===== src/design/ccfr_pkg.sv =====
`default_nettype none
package ccfr_pkg;

    // Frame limits
    localparam int MAX_FRAME_BYTES = 8192;
    localparam int CNT_W           = $clog2(MAX_FRAME_BYTES + 1);
    localparam int IDX_W           = 13;
    localparam int DLEN_W          = 14;
    localparam int MIN_FRAME       = 7;
    localparam int HDR_BYTES       = 3;
    localparam int TRAILER_BYTES   = 4;

    // COBS and CRC constants
    localparam logic [7:0]  DELIM     = 8'h00;
    localparam logic [7:0]  CODE_MAX  = 8'hFF;
    localparam logic [31:0] CRC_INIT  = 32'hFFFF_FFFF;
    localparam logic [31:0] CRC_XOR   = 32'hFFFF_FFFF;
    localparam logic [31:0] CRC_POLY  = 32'hEDB8_8320;

    // Result kinds
    localparam logic KIND_DATA = 1'b0;
    localparam logic KIND_EOF  = 1'b1;

    // End-of-frame status codes
    localparam logic [2:0] ST_OK       = 3'd0;
    localparam logic [2:0] ST_SHORT    = 3'd1;
    localparam logic [2:0] ST_CRC      = 3'd2;
    localparam logic [2:0] ST_LENGTH   = 3'd3;
    localparam logic [2:0] ST_OVERFLOW = 3'd4;

    // One result word
    typedef struct packed {
        logic              kind;
        logic [7:0]        data_byte;
        logic [IDX_W-1:0]  byte_index;
        logic [2:0]        status;
        logic [7:0]        command;
        logic [15:0]       header_length;
        logic [DLEN_W-1:0] decoded_length;
    } t_result;

    // Reflected CRC-32, one byte
    function automatic logic [31:0] crc_byte(input logic [31:0] crc, input logic [7:0] b);
        logic [31:0] c;
        c = crc ^ {24'h0, b};
        for (int k = 0; k < 8; k++) begin
            if (c[0]) begin
                c = (c >> 1) ^ CRC_POLY;
            end else begin
                c = c >> 1;
            end
        end
        return c;
    endfunction

endpackage
`default_nettype wire


===== src/design/ccfr_in_stage.sv =====
`default_nettype none
module ccfr_in_stage
    import ccfr_pkg::*;
(
    input  wire        i_clk,
    input  wire        i_rst_n,
    input  wire        i_valid,
    output logic       o_ready,
    input  wire  [7:0] i_byte,
    input  wire        i_advance,
    output logic       o_valid,
    output logic [7:0] o_byte
);

    logic       r_valid;
    logic [7:0] r_byte;
    logic       n_valid;

    // Slot frees up when its word moves on
    assign o_ready = !r_valid || i_advance;

    always_comb begin
        n_valid = r_valid;
        if (o_ready) begin
            n_valid = i_valid;
        end
    end

    always_ff @(posedge i_clk) begin
        if (!i_rst_n) begin
            r_valid <= 1'b0;
        end else begin
            r_valid <= n_valid;
        end
    end

    // Payload, no reset
    always_ff @(posedge i_clk) begin
        if (o_ready && i_valid) begin
            r_byte <= i_byte;
        end
    end

    assign o_valid = r_valid;
    assign o_byte  = r_byte;

endmodule
`default_nettype wire


===== src/design/ccfr_frame_core.sv =====
`default_nettype none
module ccfr_frame_core
    import ccfr_pkg::*;
(
    input  wire        i_clk,
    input  wire        i_rst_n,
    input  wire        i_fire,
    input  wire  [7:0] i_byte,
    output logic       o_res_valid,
    output t_result    o_res
);

    logic [CNT_W-1:0] r_raw,  n_raw;
    logic [CNT_W-1:0] r_dec,  n_dec;
    logic [7:0]       r_grp,  n_grp;
    logic [7:0]       r_prev, n_prev;
    logic [7:0]       r_td [TRAILER_BYTES];
    logic [7:0]       n_td [TRAILER_BYTES];
    logic [31:0]      r_crc,  n_crc;
    logic [7:0]       r_cmd,  n_cmd;
    logic [15:0]      r_len,  n_len;

    logic             push;
    logic [7:0]       push_byte;
    logic             clear;
    logic [31:0]      rx_crc;
    logic [2:0]       eof_status;

    // Trailer as received, big-endian
    assign rx_crc = {r_td[0], r_td[1], r_td[2], r_td[3]};

    // Frame checks in priority order
    always_comb begin
        if (r_dec < CNT_W'(MIN_FRAME)) begin
            eof_status = ST_SHORT;
        end else if (rx_crc != (r_crc ^ CRC_XOR)) begin
            eof_status = ST_CRC;
        end else if ((17'(r_len) + 17'(HDR_BYTES + TRAILER_BYTES)) > 17'(r_dec)) begin
            eof_status = ST_LENGTH;
        end else begin
            eof_status = ST_OK;
        end
    end

    // COBS decode, trailer delay and CRC
    always_comb begin
        n_raw       = r_raw;
        n_dec       = r_dec;
        n_grp       = r_grp;
        n_prev      = r_prev;
        n_td        = r_td;
        n_crc       = r_crc;
        n_cmd       = r_cmd;
        n_len       = r_len;
        push        = 1'b0;
        push_byte   = DELIM;
        clear       = 1'b0;
        o_res_valid = 1'b0;
        o_res       = '0;

        if (i_fire) begin
            if (i_byte == DELIM) begin
                // empty frame gives nothing
                if (r_raw != '0) begin
                    o_res_valid          = 1'b1;
                    o_res.kind           = KIND_EOF;
                    o_res.status         = eof_status;
                    o_res.command        = r_cmd;
                    o_res.header_length  = r_len;
                    o_res.decoded_length = DLEN_W'(r_dec);
                    clear                = 1'b1;
                end
            end else if (r_raw >= CNT_W'(MAX_FRAME_BYTES)) begin
                // raw overflow: flag and restart
                o_res_valid          = 1'b1;
                o_res.kind           = KIND_EOF;
                o_res.status         = ST_OVERFLOW;
                o_res.command        = r_cmd;
                o_res.header_length  = r_len;
                o_res.decoded_length = DLEN_W'(r_dec);
                clear                = 1'b1;
            end else if (r_grp == 8'd0) begin
                // code byte; implied zero after a short group
                if ((r_raw != '0) && (r_prev != CODE_MAX)) begin
                    push = 1'b1;
                end
                n_prev = i_byte;
                n_grp  = i_byte - 8'd1;
                n_raw  = r_raw + CNT_W'(1);
            end else begin
                push      = 1'b1;
                push_byte = i_byte;
                n_grp     = r_grp - 8'd1;
                n_raw     = r_raw + CNT_W'(1);
            end

            // decoded byte into header holds and trailer delay
            if (push && (r_dec < CNT_W'(MAX_FRAME_BYTES))) begin
                if (r_dec == CNT_W'(0)) begin
                    n_cmd = push_byte;
                end else if (r_dec == CNT_W'(1)) begin
                    n_len[15:8] = push_byte;
                end else if (r_dec == CNT_W'(2)) begin
                    n_len[7:0] = push_byte;
                end
                if (r_dec >= CNT_W'(TRAILER_BYTES)) begin
                    o_res_valid      = 1'b1;
                    o_res.kind       = KIND_DATA;
                    o_res.data_byte  = r_td[0];
                    o_res.byte_index = IDX_W'(r_dec - CNT_W'(TRAILER_BYTES));
                    n_crc            = crc_byte(r_crc, r_td[0]);
                end
                for (int i = 0; i < TRAILER_BYTES - 1; i++) begin
                    n_td[i] = r_td[i+1];
                end
                n_td[TRAILER_BYTES-1] = push_byte;
                n_dec = r_dec + CNT_W'(1);
            end

            if (clear) begin
                n_raw  = '0;
                n_dec  = '0;
                n_grp  = 8'd0;
                n_prev = 8'd0;
                for (int i = 0; i < TRAILER_BYTES; i++) begin
                    n_td[i] = 8'd0;
                end
                n_crc  = CRC_INIT;
                n_cmd  = 8'd0;
                n_len  = 16'd0;
            end
        end
    end

    always_ff @(posedge i_clk) begin
        if (!i_rst_n) begin
            r_raw  <= '0;
            r_dec  <= '0;
            r_grp  <= 8'd0;
            r_prev <= 8'd0;
            for (int i = 0; i < TRAILER_BYTES; i++) begin
                r_td[i] <= 8'd0;
            end
            r_crc  <= CRC_INIT;
            r_cmd  <= 8'd0;
            r_len  <= 16'd0;
        end else begin
            r_raw  <= n_raw;
            r_dec  <= n_dec;
            r_grp  <= n_grp;
            r_prev <= n_prev;
            r_td   <= n_td;
            r_crc  <= n_crc;
            r_cmd  <= n_cmd;
            r_len  <= n_len;
        end
    end

endmodule
`default_nettype wire


===== src/design/ccfr_out_stage.sv =====
`default_nettype none
module ccfr_out_stage
    import ccfr_pkg::*;
(
    input  wire         i_clk,
    input  wire         i_rst_n,
    input  wire         i_word_valid,
    input  wire         i_res_valid,
    input  t_result     i_res,
    output logic        o_advance,
    output logic        o_valid,
    input  wire         i_ready,
    output logic [63:0] o_data,
    output logic [0:0]  o_user
);

    logic    r_valid;
    logic    n_valid;
    t_result r_res;

    // Input word moves on when the result slot is free or draining
    assign o_advance = i_word_valid && (!r_valid || i_ready);

    always_comb begin
        if (o_advance) begin
            n_valid = i_res_valid;
        end else begin
            n_valid = r_valid && !i_ready;
        end
    end

    always_ff @(posedge i_clk) begin
        if (!i_rst_n) begin
            r_valid <= 1'b0;
        end else begin
            r_valid <= n_valid;
        end
    end

    always_ff @(posedge i_clk) begin
        if (o_advance && i_res_valid) begin
            r_res <= i_res;
        end
    end

    // Pack fields, lowest first
    assign o_valid = r_valid;
    assign o_user  = r_res.kind;
    assign o_data  = {2'b00, r_res.decoded_length, r_res.header_length, r_res.command,
                      r_res.status, r_res.byte_index, r_res.data_byte};

endmodule
`default_nettype wire


===== src/design/cobs_crc32_frame_receiver.sv =====
`default_nettype none
// COBS frame receiver with CRC-32 check.
// Slave stream carries raw link bytes, one per word; a zero byte ends a frame.
// Master stream carries one result word per decoded payload byte (tuser 0)
// and one end-of-frame word (tuser 1) with status, command byte, header
// length and decoded length. The last four decoded bytes (the big-endian
// CRC-32 trailer) are held back and never sent as payload.
// A result word passes the input register, then the result register.
// Throughput: 1 byte per cycle while the master side does not stall, set
// by the bytewise CRC-32 network and the COBS group counter, both updated
// between the two registers. Bytes that yield no result (code bytes with
// no implied zero, the delimiter of an empty frame, the first four decoded
// bytes of a frame) still pass at the same rate.
// Reset (synchronous, active low) empties both registers and starts a new
// frame expecting a code byte. When the master side stalls, the result
// register holds and one more raw byte waits in the input register; then
// s_axis_tready drops until the result word is taken.
module cobs_crc32_frame_receiver
    import ccfr_pkg::*;
(
    input  wire         i_clk,
    input  wire         i_rst_n,
    input  wire         s_axis_tvalid,
    output logic        s_axis_tready,
    input  wire  [7:0]  s_axis_tdata,   // [7:0] rx_byte
    output logic        m_axis_tvalid,
    input  wire         m_axis_tready,
    output logic [63:0] m_axis_tdata,   // [7:0] data_byte, [20:8] byte_index,
                                        // [23:21] status, [31:24] command,
                                        // [47:32] header_length,
                                        // [61:48] decoded_length, [63:62] zero
    output logic [0:0]  m_axis_tuser    // [0] kind
);

    logic       in_valid;
    logic [7:0] in_byte;
    logic       advance;
    logic       res_valid;
    t_result    res;

    ccfr_in_stage u_in (
        .i_clk     (i_clk),
        .i_rst_n   (i_rst_n),
        .i_valid   (s_axis_tvalid),
        .o_ready   (s_axis_tready),
        .i_byte    (s_axis_tdata),
        .i_advance (advance),
        .o_valid   (in_valid),
        .o_byte    (in_byte)
    );

    ccfr_frame_core u_core (
        .i_clk       (i_clk),
        .i_rst_n     (i_rst_n),
        .i_fire      (advance),
        .i_byte      (in_byte),
        .o_res_valid (res_valid),
        .o_res       (res)
    );

    ccfr_out_stage u_out (
        .i_clk        (i_clk),
        .i_rst_n      (i_rst_n),
        .i_word_valid (in_valid),
        .i_res_valid  (res_valid),
        .i_res        (res),
        .o_advance    (advance),
        .o_valid      (m_axis_tvalid),
        .i_ready      (m_axis_tready),
        .o_data       (m_axis_tdata),
        .o_user       (m_axis_tuser)
    );

    // A taken byte lands in the input register
    a_in_capture: assert property (@(posedge i_clk) disable iff (!i_rst_n)
        s_axis_tvalid && s_axis_tready |=> in_valid)
        else $error("accepted byte not held in input register");

    // A new result only comes from a byte that was waiting
    a_out_source: assert property (@(posedge i_clk) disable iff (!i_rst_n)
        $rose(m_axis_tvalid) |-> $past(in_valid))
        else $error("result word without a source byte");

    // Good frame is long enough and covers its header length
    a_ok_sane: assert property (@(posedge i_clk) disable iff (!i_rst_n)
        m_axis_tvalid && m_axis_tuser[0] && (m_axis_tdata[23:21] == ST_OK) |->
        (m_axis_tdata[61:48] >= DLEN_W'(MIN_FRAME)) &&
        ((17'(m_axis_tdata[47:32]) + 17'(HDR_BYTES + TRAILER_BYTES)) <=
         17'(m_axis_tdata[61:48])))
        else $error("ok status on a frame that fails length checks");

    // Too-short status matches the decoded length
    a_short_sane: assert property (@(posedge i_clk) disable iff (!i_rst_n)
        m_axis_tvalid && m_axis_tuser[0] && (m_axis_tdata[23:21] == ST_SHORT) |->
        (m_axis_tdata[61:48] < DLEN_W'(MIN_FRAME)))
        else $error("too-short status on a long frame");

endmodule
`default_nettype wire


===== config.mk =====
export PLATFORM = sky130hd
export DESIGN_NAME = cobs_crc32_frame_receiver
export DESIGN_NICKNAME = d
export VERILOG_FILES = /design/src/design/ccfr_pkg.sv /design/src/design/ccfr_in_stage.sv /design/src/design/ccfr_frame_core.sv /design/src/design/ccfr_out_stage.sv /design/src/design/cobs_crc32_frame_receiver.sv
export SDC_FILE = /design/constraint.sdc
export NUM_CORES = 1
export LEC_CHECK = 0
export ABC_CLOCK_PERIOD_IN_PS = 3900
export BUFFER_PORTS_ARGS = -buffer_cell sky130_fd_sc_hd__buf_2
export CORE_MARGIN = 2
export CORE_UTILIZATION = 35
export DETAILED_ROUTE_END_ITERATION = 8
export PLACE_DENSITY = 0.6
export SLEW_MARGIN = 20
export SYNTH_ARGS = -nofsm -noshare
export SYNTH_HDL_FRONTEND = slang
export SYNTH_SLANG_ARGS = --single-unit

===== constraint.sdc =====
create_clock -name i_clk -period 3.9 [get_ports i_clk]
set_clock_uncertainty 0.2 [all_clocks]
set_input_delay 0.585 -clock i_clk [delete_from_list [all_inputs] [get_ports i_clk]]
set_output_delay 0.585 -clock i_clk [all_outputs]
set_load 0.01 [all_outputs]

### Word-level counts from Yosys, hierarchy flattened

Index checks and enable logic that the tools add are counted.

| word-level totals | value |
|---|---|
| flip-flop bits (word level) | 205 |
| latch bits | 0 |
| bits in writable memories | 0 |
| ROM bits | 0 |
| bits of input ports | 12 |
| output and inout port bits | 67 |
| logic and storage cells | 160 |
| memories kept | 0 |

| operators by class | value |
|---|---|
| add/subtract/negate cells | 6 |
| multipliers | 0 |
| div/mod/pow operators | 0 |
| magnitude comparators | 5 |
| equal/unequal tests | 8 |
| shifts and indexed selects | 0 |
| multiplexer cells | 80 |
| bitwise gates (word level) | 10 |
| reductions and logical operators | 29 |

Operator list:

| cell | count |
|---|---|
| 32-bit two-way mux | 34 |
| 8-bit two-way mux | 17 |
| 13-bit inverter with 14-bit output | 8 |
| 41-bit two-way mux | 2 |
| 14-bit two-way mux | 5 |
| 16-bit two-way mux | 3 |
| 22-bit two-way mux | 2 |
| 40-bit two-way mux | 1 |
| 32-bit inequality test | 1 |
| 32-bit inverter | 1 |
| 32-bit by 8-bit XOR with 32-bit output | 1 |
| 14-bit by 1-bit adder with 14-bit output (second input constant) | 2 |
| 16-bit by 3-bit adder with 17-bit output (second input constant) | 1 |
| 17-bit by 14-bit > comparator with 1-bit output | 1 |
| 8-bit logical NOT | 2 |
| 8-bit by 1-bit subtractor with 8-bit output (second input constant) | 2 |
| 14-bit by 1-bit equality test with 1-bit output (second input constant) | 1 |
| 14-bit by 2-bit equality test with 1-bit output (second input constant) | 1 |
| 14-bit greater-or-equal comparator (second input constant) | 1 |
| 14-bit by 3-bit greater-or-equal comparator with 1-bit output (second input constant) | 1 |
| 14-bit logical NOT | 1 |
| 14-bit less-than comparator (second input constant) | 1 |
| 14-bit by 3-bit less-than comparator with 1-bit output (second input constant) | 1 |
| 14-bit nonzero test | 1 |
| 14 further kinds | 47 |

### Logic depth before layout (Yosys ltp)

Gate-level depths: netlist of the first run.

| logic depth | value |
|---|---|
| depth in word-level cells | 45 |
| depth in mapped cells | 14 |
| gate-level depth less buffers | 13 |

### By module

A second synthesis of the first run with hierarchy kept.

| unflattened totals | value |
|---|---|
| cell total of the unflattened synthesis | 1023 |
| area total of the unflattened synthesis | 10146.0 sq um |

Modules (own cells, without submodules):

| module | instances | cells an instance | area each (sq um) |
|---|---|---|---|
| ccfr_frame_core | 1 | 938 | 7863.8 |
| ccfr_out_stage | 1 | 72 | 1984.4 |
| ccfr_in_stage | 1 | 13 | 297.8 |

### Least setup slack after synthesis of the first run

Ideal clock, no wire load.

| path | value |
|---|---|
| path kind | flip-flop to flip-flop |
| start | register u_in.r_byte[1], in the netlist u_in.o_byte[1] |
| end | register u_out.r_res (netlist bit u_out.o_data[0]) (enable) |
| setup time | 0.395 ns |
| data arrival time | 2.660 ns |
| data required time | 3.305 ns |
| slack | 0.645 ns |
| cell stages (with the launch flop) | 8 |
| buffers on the path | 1 |
| cell sequence | edfxtp_1 or4_4 nor3_4 o21ai_2 inv_4 a21oi_2 inv_2 buf_2 |

| on the way | value |
|---|---|
| longest elaborated chain between the ends | 7 |
| elaborated cells between the ends (all ways) | 9 |
| those cells by class | 6 x mux; 3 x reduce/logical |

Ends and longest elaborated chain:

| element | line | source |
|---|---|---|
| from (decl) | ccfr_in_stage.sv:16 | `logic [7:0] r_byte;` |
| from (signal assigned) | ccfr_in_stage.sv:40 | `r_byte <= i_byte;` |
| 8-bit logical NOT * | ccfr_frame_core.sv:62 | `if (i_byte == DELIM) begin` |
| 1-bit two-way mux | ccfr_frame_core.sv:62 |  |
| 1-bit two-way mux | ccfr_frame_core.sv:61 | `if (i_fire) begin` |
| 1-bit logical AND | ccfr_frame_core.sv:98 | `if (push && (r_dec < CNT_W'(MAX_FRAME_BYTES))) begin` |
| 1-bit two-way mux * | ccfr_frame_core.sv:98 |  |
| 1-bit two-way mux * | ccfr_frame_core.sv:61 |  |
| 1-bit logical AND * | ccfr_out_stage.sv:41 | `if (o_advance && i_res_valid) begin` |
| to (signal assigned) | ccfr_out_stage.sv:42 | `r_res <= i_res;` |
| to (decl) | ccfr_out_stage.sv:19 | `t_result r_res;` |

Mark *: on every way between the ends. The rest lies on a longest branch, timed or not. The select of a mux whose other input is x is not followed.
A chain may end at the register's enable or synchronous reset.

### Worst setup path in the final report of the first run

| path | value |
|---|---|
| start | register u_core.r_raw[0] |
| end | register u_out.r_res (netlist bit u_out.o_data[5]) (enable) |

| on the way | value |
|---|---|
| longest elaborated chain between the ends | 11 |
| elaborated cells between the ends (all ways) | 16 |
| those cells by class | 1 x order compare; 11 x mux; 4 x reduce/logical |

Ends and longest elaborated chain:

| element | line | source |
|---|---|---|
| from (decl) | ccfr_frame_core.sv:13 | `logic [CNT_W-1:0] r_raw, n_raw;` |
| from (signal assigned) | ccfr_frame_core.sv:148 | `r_raw <= n_raw;` |
| parallel branches: the longest is 8 deep, another holds 14-bit greater-or-equal comparator | n/a |  |
| 1-bit two-way mux * | ccfr_frame_core.sv:98 |  |
| 1-bit two-way mux * | ccfr_frame_core.sv:61 |  |
| 1-bit logical AND * | ccfr_out_stage.sv:41 |  |

Mark *: on every way between the ends. The select of a mux whose other input is x is not followed.

==> flow_summary.json, run 1 <==
{
  "outcome": "finished, final reports clean",
  "fin_crit_sh_pct": 84.4,
  "nFillCells": 2755,
  "met1_length_um": 11100,
  "critical_path_class": "reg2reg",
  "fmax_ghz": 0.304,
  "irDropWorstVdd_mv": 0.278,
  "final_hold_viol_count": 0,
  "clkTransAtPathRegs_ns": 0.06,
  "grt_pass1_wl_um": 38000,
  "antenna_found_initial": 0,
  "yosysWarnings": 0,
  "fin_crit_ns": 3.29,
  "synth_edf_count": 71,
  "gr-total-overflow": 0,
  "firstDrtPassIters": 7,
  "area_delta_synth_final_pct": 15.0,
  "top_layer_used": "met4",
  "ys.flop_type": "dfxtp_1",
  "core_area_um2": 28000,
  "dieWidth_um": 173,
  "dieArea_um2": 30000,
  "drtIter0Drc": 447,
  "setup_violations": 0,
  "cts_buffers": 23,
  "fin_setup_tns_ns": 0,
  "cts_resized": 0,
  "ys_ff_latch": 205,
  "critical_path.max_fanout": 59,
  "syn_inst": 1035,
  "arrival_ns": 3.22,
  "hpwl_um": 16500,
  "gp_congestion": 0.800,
  "clk_latency_ns": 0.53,
  "rsz0062_at_grt": "no",
  "clockBufferDepth": 3,
  "p_leak_nw": 4.26,
  "p_per_area_nw_per_um2": 432,
  "diodes": 0,
  "met2WireLength_um": 10700,
  "avgViaCountPerCell": 4.95,
  "groute.usage.overall_pct": 15.4,
  "drive_above_1_share_pct": 14.5,
  "cpPeakStageDelay_ns": 0.54,
  "cp_slowest_cell": "buf_4",
  "port_buffers": 76,
  "grt_max_degree": 68,
  "vias": 7431,
  "drc": 0,
  "clock-sinks": 205,
  "routed_wl_um": 23400,
  "crit_path_cell_trace": "inv_1, ha_1, nor4b_1, and4_1, o21ai_1, and3_1, a21oi_2, clkinv_2, buf_4",
  "cts_tree": "done",
  "async_flop_share_pct": 0,
  "worstMarginPinSlew_ns": 1.02,
  "synth_area_um2": 10000,
  "die_h_um": 173,
  "cts-root-buf": "clkbuf_16",
  "grt_pass1_vias": 7105,
  "syn_avg_cell_area_um2": 9.68,
  "finalMaxSlewViolations": 0,
  "fin_nets": 1145,
  "ant_nets": 0,
  "start_util_pct": 35.8,
  "power_mw": 4.97,
  "drt-wirelength-per-cell_um": 15.6,
  "synthDistinctLibCells": 58,
  "cts_hold_buf": 0,
  "min_path_type": "in2reg",
  "crit_path_start_kind": "flop",
  "critPathRequiredTime_ns": 3.83,
  "postCtsSetupBuffers": 0,
  "ios": 79,
  "htree_levels": 1,
  "end_kind": "flop",
  "max_slew_margin_pct": 31.9,
  "ys_seq_area_share_pct": 48.1,
  "met3_length_um": 1190,
  "drv_cap": 0,
  "std_cell_rows": 61
}
per-layer routing:
layer / global-route usage [%] / vias up
li1: - / 3717
met2: 24.8 / 196
met1: 21.7 / 3483
met4: 4.13 / 0
met3: 2.07 / 35
met5: 0 / -
Yosys cell counts (all sizes together) (4+ instances only):
master	instances	area share, %
nand4	21	1.3
edfxtp	71	21
a31oi	4	0.37
a21boi	9	0.67
buf	19	1.2
clkbuf	33	1.2
or2	11	0.69
nor2b	42	2.6
nor3	42	2.3
nor2	102	3.8
and2	37	2.3
xor2	22	1.9
inv	25	0.96
a21oi	21	1.1
or3	5	0.31
or4	4	0.34
a211oi	5	0.37
xnor2	119	11
a21o	9	0.67
dfxtp	134	27
ha	26	3.2
nand2	81	3.0
nor4	12	0.81
nand3	27	1.3
a22oi	38	2.8
and3	18	1.1
mux2i	19	1.9
o21ai	48	2.4
path summary, 6_finish.rpt:
check	from	to	slack [ns]	cells after the start
min reg2reg	u_core.r_cmd[0]	u_core.r_cmd[0]	0.25	2
max	u_core.r_raw[0]	u_out.o_data[5]	0.61	9
max reg2reg	u_core.r_raw[0]	u_out.o_data[5]	0.61	9
min	s_axis_tdata[7]	u_in.o_byte[7]	0.03	1
cell type report:
class                      count  area (µm²)  area share [%]
inverter                      27         105           0.913
timing repair buffer          98         546            4.74
clock buffer                  24         579            5.03
sequential                   205        4810            41.8
multi-input combinational    752        4860            42.2
clock inverter                18         134            1.16
tap                          378         473            4.11
power by group:
group	leakage [nW]	switching, mW	internal, mW
logic	2.19	0.393	0.224
registers	1.72	0.0591	2.25
clock network	0.349	0.890	1.16
total	4.26	1.34	3.63
critical path: cells and delay by family (launching register included):
kind / cells / cell delay (ns)
and+or+nand+nor: 3 / 0.85
adders and majority gates: 1 / 0.19
buffers and inverters: 3 / 0.68
AOI/OAI and AO/OA: 2 / 0.45
DFF: 1 / 0.45
sequential cells by signal, summed over array words and instances, names as in the netlist:
register / count
u_core.r_cmd: 8
u_core.r_crc: 32
u_core.r_dec: 14
u_core.r_grp: 8
u_core.r_len: 16
u_core.r_prev: 8
u_core.r_raw: 14
u_core.r_td: 32
u_in.o_byte: 8
u_in.o_valid: 1
u_out.o_data: 62
u_out.o_user: 1
u_out.o_valid: 1
cells by family after synthesis:
kind of cell	Yosys count	share of synthesized area [%]
fa+ha+maj	26	3.25
simple gates	415	21.0
xor+xnor	141	12.5
compound gates	148	9.62
mux	20	2.01
flops	205	48.1
other cells	1	0.0374
buf+inv	79	3.52
per-stage QoR:
stage          worst slack [ns]  std cells  hold slack, ns  area (µm²)  utilization (%)
2_1_floorplan             0.645       1036           0.226       10000                -
3_3_place_gp              0.709       1460           0.241       10800             38.6
3_5_place_dp              0.639       1460           0.241       10800             38.6
4_1_cts                   0.595       1502         0.00943       11500             41.1
5_1_grt                   0.347       1502          0.0211       11500             41.1
6_report                  0.610       1502          0.0333       11500             41.1
placed cells by master (no fill, tap or decap), types with 10 or more instances in the layout:
master | Yosys | routed
dfxtp_1 | 134 | 134
xnor2_1 | 117 | 117
nor2_1 | 102 | 102
nand2_1 | 81 | 81
buf_2 | 10 | 76
edfxtp_1 | 71 | 71
nor2b_1 | 42 | 42
nor3_1 | 40 | 40
a22oi_1 | 38 | 38
and2_1 | 37 | 37
o21ai_1 | 37 | 37
nand3_1 | 27 | 27
ha_1 | 26 | 26
inv_1 | 23 | 23
clkbuf_16 | 0 | 23
xor2_1 | 22 | 22
buf_4 | 7 | 22
nand4_1 | 21 | 21
mux2i_1 | 19 | 19
a21oi_1 | 19 | 18
and3_1 | 18 | 18
nor4_1 | 11 | 11
or2_2 | 11 | 11
o21ai_0 | 10 | 10
No activity file was read; power rests on OpenSTA's default activity.
==> run 2: changes to the inputs <==
--- a/config.mk
+++ b/config.mk
@@ -5,12 +5,13 @@
 export SDC_FILE = /design/constraint.sdc
 export NUM_CORES = 1
 export LEC_CHECK = 0
-export ABC_CLOCK_PERIOD_IN_PS = 3900
+export ABC_AREA = 1
+export ABC_CLOCK_PERIOD_IN_PS = 2800
 export BUFFER_PORTS_ARGS = -buffer_cell sky130_fd_sc_hd__buf_2
 export CORE_MARGIN = 2
 export CORE_UTILIZATION = 35
 export DETAILED_ROUTE_END_ITERATION = 8
-export PLACE_DENSITY = 0.6
+export PLACE_DENSITY = 0.62
 export SLEW_MARGIN = 20
 export SYNTH_ARGS = -nofsm -noshare
 export SYNTH_HDL_FRONTEND = slang
==> constraint.sdc (replaced) <==
create_clock -name i_clk -period 2.8 [get_ports i_clk]
set_clock_uncertainty 0.2 [all_clocks]
set_input_delay 0.42 -clock i_clk [delete_from_list [all_inputs] [get_ports i_clk]]
set_output_delay 0.42 -clock i_clk [all_outputs]
set_load 0.01 [all_outputs]
==> run 2 against run 1 <==
Effect of this change: the flow now finishes with violations (negative setup slack); critical path type unchanged; worst setup slack worse by 0.67 ns; largest power group unchanged; global-route usage is 1.5 points higher; routed wire length is 21% higher; total power is 50% higher; design area is 12% higher; utilization is 0.87 points higher; sequential cell count stayed put; first-iteration DRC count is 62% higher; critical endpoint is now u_out.o_data[22].
==> flow_summary.json, run 2 <==
{
  "fin_crit_sh_pct": 102,
  "cp_slowest_cell": "dfxtp_2",
  "mostFrequentLayoutCells": "nand2_1, nor2_1, inv_1",
  "drt-wirelength-per-cell_um": 14.7,
  "irDropWorstVdd_mv": 0.391,
  "groute.usage.overall_pct": 16.9,
  "synth_edf_count": 71,
  "critical_path_class": "reg2reg",
  "yosys-top-cells-area": "dfxtp_1, edfxtp_1, nand2_1",
  "fin_cells": 1926,
  "pre_cts_ws_ns": -0.106,
  "grt_pass1_wl_um": 45800,
  "die_h_um": 180,
  "diodes": 0,
  "min_path_type": "in2reg",
  "async_flop_share_pct": 0,
  "p_per_area_nw_per_um2": 581,
  "critPathRequiredTime_ns": 2.90,
  "synth_top_cell_by_area": "dfxtp_1",
  "yosysWarnings": 0,
  "hpwl_um": 20500,
  "rsz0062_at_grt": "yes",
  "clock-sinks": 205,
  "power_mw": 7.48,
  "htree_levels": 1,
  "place_inst": 1873,
  "largest_reg_flops": 62,
  "fin_nets": 1551,
  "dieWidth_um": 180,
  "synth_area_um2": 10900,
  "layout_setup_ws_ns": -0.0635,
  "worstMarginPinSlew_ns": 0.741,
  "finalMaxSlewViolations": 0,
  "area_delta_synth_final_pct": 18.1,
  "ys_seq_area_share_pct": 44.2,
  "ys.flop_type": "dfxtp_1",
  "violations": "negative setup slack",
  "clkTransAtPathRegs_ns": 0.06,
  "drtIter0Drc": 724,
  "p_leak_nw": 5.52,
  "core_area_um2": 30700,
  "std_cell_rows": 64,
  "ant_nets": 0,
  "arrival_ns": 2.96,
  "cts_tree": "done",
  "vias": 9535,
  "syn_inst": 1397,
  "routed_wl_um": 28300,
  "critical_path.max_fanout": 3,
  "grt_pass1_vias": 8896,
  "dieArea_um2": 32600,
  "outcome": "finished with violations",
  "cpPeakStageDelay_ns": 0.33,
  "firstDrtPassIters": 7,
  "final_hold_viol_count": 0,
  "clk_latency_ns": 0.53,
  "drv_cap": 0,
  "gr-total-overflow": 0,
  "cts_buffers": 24,
  "finalInstanceArea_um2": 12900,
  "cts-root-buf": "clkbuf_16",
  "port_buffers": 76,
  "cp_top_family": "simple AND/OR/NAND/NOR gates",
  "drive_above_1_share_pct": 15.4,
  "start_util_pct": 35.5,
  "grt_max_degree": 40,
  "drc": 0,
  "avgViaCountPerCell": 4.95,
  "place_area_um2": 12000,
  "end_kind": "flop",
  "max_slew_margin_pct": 50.2,
  "layout.cells.most_common": "nand2_1",
  "ios": 79,
  "netlist.area_leader.share_pct": 24.6,
  "antenna_found_initial": 0,
  "netlist_top_cells_count": "nand2_1, nor2_1, inv_1",
  "synthDistinctLibCells": 44,
  "ys_ff_latch": 205,
  "fin_setup_tns_ns": -0.0777,
  "fmax_ghz": 0.349,
  "syn_avg_cell_area_um2": 7.80,
  "clockBufferDepth": 3,
  "crit_path_start_kind": "flop",
  "fin_crit_ns": 2.86,
  "crit_buf_inv": 3,
  "setup_violations": 2,
  "crit_path_cell_trace": "inv_2, ha_4, nand2_2, nand4_1, nor2_2, nand2_2, nor2_2, xor2_1, inv_1, ha_4, nand2_4, nor2_4, nand3_2, or3_1, nand2_1, nand3_1, nand3b_1, inv_1",
  "gp_congestion": 0.906,
  "yosysMostFrequentCell": "nand2_1"
}
==> run 2: cell types whose count changed in the layout (fill, tap and decap cells not counted), moves of 62 or more <==
cell     delta
inv_1     +122
xor2_1     +62
nand3_1    +77
xnor2_1    -96
a21oi_1    +74
nand2_1   +217
nor2_1     +68
==> run 2: layout make-up <==
type,instances,area [µm²]
clock buffers,32,682
inverters,155,584
well taps,396,495
fillers,3118,17800
repair buffers,143,943
multi-input cells,984,5280
clock inverters,11,75.1
flip-flops and latches,205,4820
==> run 2: per-layer routing <==
metal  GRT usage, %  wire length [µm]
met1           24.1             13500
met2           26.8             12700
met3           2.51              1490
met4           4.48               593
met5              0                 0
==> run 2: power breakdown <==
group | internal (mW) | switching (mW) | leakage, nW
Combinational | 0.412 | 0.838 | 3.43
Clock | 1.72 | 1.26 | 0.375
Sequential | 3.17 | 0.0880 | 1.72
==> run 2: cell families after synthesis <==
| kind of cell | count (synthesis) | synth area share (%) |
|---|---|---|
| and+or+nand+nor | 672 | 26.7 |
| AOI/OAI and AO/OA | 176 | 9.15 |
| DFF | 205 | 44.2 |
| xor gates and xnor gates | 108 | 8.88 |
| adders and majority gates | 26 | 2.98 |
| other | 1 | 0.0344 |
| buffers and inverters | 209 | 8.08 |
==> run 2: worst register-to-register path: stages, from the launching register on <==
cell and delay, ns:
dfxtp_2 0.33, inv_2 0.05, ha_4 0.15, nand2_2 0.06, nand4_1 0.11, nor2_2 0.17, nand2_2 0.09, nor2_2 0.13
xor2_1 0.16, inv_1 0.09, ha_4 0.28, nand2_4 0.05, nor2_4 0.11, nand3_2 0.06, or3_1 0.30, nand2_1 0.08
nand3_1 0.07, nand3b_1 0.10, inv_1 0.04
==> run 2: through the flow <==
stage | utilization, % | hold slack [ns]
floorplan | - | 0.241
global placement | 39.1 | 0.251
detailed placement | 39.1 | 0.253
CTS | 41.9 | 0.154
global route | 42.0 | 0.217
finish | 42.0 | 0.149
==> run 2: what timing repair did <==
item | 4_1_cts | 5_1_grt
pin swaps | 8 | 8
hold buffers | 9 | 0
endpoints found under the hold margin | 9 | 0
setup buffers | 0 | 1
resized for setup | 4 | 4
endpoints found under the setup margin | 2 | 2
==> run 2: path summary, 6_finish.rpt <==
check	startpoint	to	slack, ns	depth (start not counted)
max reg2reg	u_core.r_len[1]	u_out.o_data[22]	-0.06	18
min	m_axis_tready	u_in.o_valid	0.15	6
min reg2reg	u_core.r_prev[6]	u_core.r_prev[6]	0.26	2
max	u_core.r_len[1]	u_out.o_data[22]	-0.06	18
==> run 3: changes to the inputs <==
--- a/config.mk
+++ b/config.mk
@@ -5,7 +5,6 @@
 export SDC_FILE = /design/constraint.sdc
 export NUM_CORES = 1
 export LEC_CHECK = 0
-export ABC_AREA = 1
 export ABC_CLOCK_PERIOD_IN_PS = 2800
 export BUFFER_PORTS_ARGS = -buffer_cell sky130_fd_sc_hd__buf_2
 export CORE_MARGIN = 2
==> run 3 against run 2 <==
Effect of this change: the flow now finishes without violations; utilization up 3.0 points; sequential share of layout area up 0.86 points; sequential cell count unchanged; clock power up 8.7%; total power up 0.92%; critical path depth down 6; via count down 17%; final cell count down 18%; register-to-register slack better by 0.13 ns; global-route usage down 0.95 points; design area down 2.1%; largest cell class unchanged.
==> flow_summary.json, run 3 (same netlist as run 1, synthesis figures left out) <==
{
  "std_cell_rows": 61,
  "end_kind": "flop",
  "firstDrtPassIters": 5,
  "crit_path_cell_trace": "inv_1, a21oi_4, nand4_1, xnor2_1, ha_1, a21o_1, a21o_1, a211o_1, o221ai_1, o211ai_1, nor3_1, nor3_1",
  "clk_latency_ns": 0.50,
  "clkTransAtPathRegs_ns": 0.07,
  "finalMaxSlewViolations": 0,
  "dieArea_um2": 30000,
  "rsz0062_at_grt": "yes",
  "layout.cells.most_common": "dfxtp_1",
  "grt_pass1_wl_um": 39400,
  "diodes": 0,
  "place_area_um2": 11300,
  "port_buffers": 76,
  "antenna_found_initial": 0,
  "drv_cap": 0,
  "max_slew_margin_pct": 35.9,
  "drive_above_1_share_pct": 21.7,
  "start_util_pct": 35.8,
  "avgViaCountPerCell": 4.97,
  "drt-wirelength-per-cell_um": 15.9,
  "fin_crit_sh_pct": 97.6,
  "die_h_um": 173,
  "cts-root-buf": "clkbuf_16",
  "regArea_um2": 4820,
  "ios": 79,
  "ant_nets": 0,
  "setup_violations": 0,
  "dieWidth_um": 173,
  "clockBufferDepth": 3,
  "crit_buf_inv": 1,
  "drtIter0Drc": 542,
  "worstMarginPinSlew_ns": 0.955,
  "arrival_ns": 2.79,
  "multi_input_area_um2": 4970,
  "nFillCells": 2671,
  "critPathRequiredTime_ns": 2.86,
  "clock-sinks": 205,
  "drc": 0,
  "fmax_ghz": 0.366,
  "irDropWorstVdd_mv": 0.437,
  "largest_reg_flops": 62,
  "min_path_type": "in2reg",
  "fin_crit_ns": 2.73,
  "critical_path_class": "reg2reg",
  "cts_tree": "done",
  "whs_ns": 0.102,
  "mostFrequentLayoutCells": "dfxtp_1, xnor2_1, nor2_1",
  "grt_pass1_vias": 7454,
  "p_per_area_nw_per_um2": 599,
  "gr-total-overflow": 0,
  "area_delta_synth_final_pct": 25.8,
  "p_leak_nw": 4.82,
  "final_util_pct": 45.0,
  "fin_nets": 1229,
  "htree_levels": 1,
  "outcome": "finished, final reports clean",
  "cts_buffers": 23,
  "crit_path_start_kind": "flop",
  "fin_setup_tns_ns": 0,
  "critical_path.max_fanout": 4,
  "grt_max_degree": 60,
  "cpPeakStageDelay_ns": 0.37,
  "vias": 7885,
  "routed_wl_um": 25300,
  "finalInstanceArea_um2": 12600,
  "cp_top_family": "compound AO/OA/AOI/OAI gates",
  "cp_slowest_cell": "dfxtp_2",
  "final_hold_viol_count": 0,
  "gp_congestion": 0.865,
  "core_area_um2": 28000,
  "hpwl_um": 17800,
  "groute.usage.overall_pct": 16.0
}
run 3: cell types whose count changed in the layout (fill, tap and decap cells not counted), sizes merged, moves of 19 or more:
cell	before	now
and2	0	37
xnor2	24	119
nand3	108	27
nor2	177	102
xor2	84	22
nand2	319	81
buf	134	167
mux2i	0	19
a22oi	0	38
inv	155	24
nor2b	0	42
a21oi	92	21
run 3: worst reg2reg max path: cells and delay by family (launching register included):
kind,cells,cell delay (ns)
compound gates,6,0.97
buf+inv,1,0.12
xor+xnor,1,0.20
fa+ha+maj,1,0.28
flops,1,0.37
simple gates,3,0.35
run 3: final cells by class:
cell class / count / area share [%]
clock inverter: 13 / 1.54
timing repair buffer: 182 / 11.2
tap: 378 / 3.75
inverter: 27 / 0.864
clock buffer: 28 / 4.95
sequential: 205 / 38.3
multi-input combinational: 752 / 39.4
run 3: power by group:
| part | internal [mW] | switching (mW) | total (mW) |
|---|---|---|---|
| Combinational | 0.472 | 0.646 | 1.12 |
| Sequential | 3.14 | 0.0568 | 3.19 |
| Clock | 2.04 | 1.20 | 3.24 |
run 3: through the flow:
stage	std cells	worst slack (ns)	power, mW
final	1585	0.0664	7.55
after global routing	1585	-0.123	7.84
after CTS	1571	-0.00286	7.50
after detailed placement	1521	-0.0543	4.24
after global placement	1521	-0.00288	4.23
after floorplan	1036	0.00539	3.93
run 3: per-layer routing:
layer	global-route usage [%]	routed length, µm
met1	22.1	11700
met2	26.1	11700
met3	1.87	1250
met4	4.70	578
met5	0	0
run 3: repair_timing:
item / 4_1_cts / 5_1_grt
pin swaps: 10 / 18
setup endpoints to repair: 61 / 142
setup buffers: 0 / 7
gates resized for setup: 8 / 38
hold endpoints to repair: 9 / 0
hold buffers: 9 / 0
gates cloned: 0 / 7
run 3: final timing paths:
check                       start               end  slack (ns)  cells after the start
setup / recovery  u_core.r_len[2]  u_out.o_data[22]        0.07                     12
setup reg to reg  u_core.r_len[2]  u_out.o_data[22]        0.07                     12
hold / removal      m_axis_tready     u_out.o_valid        0.10                      3
hold reg to reg   u_core.r_cmd[6]   u_core.r_cmd[6]        0.24                      2
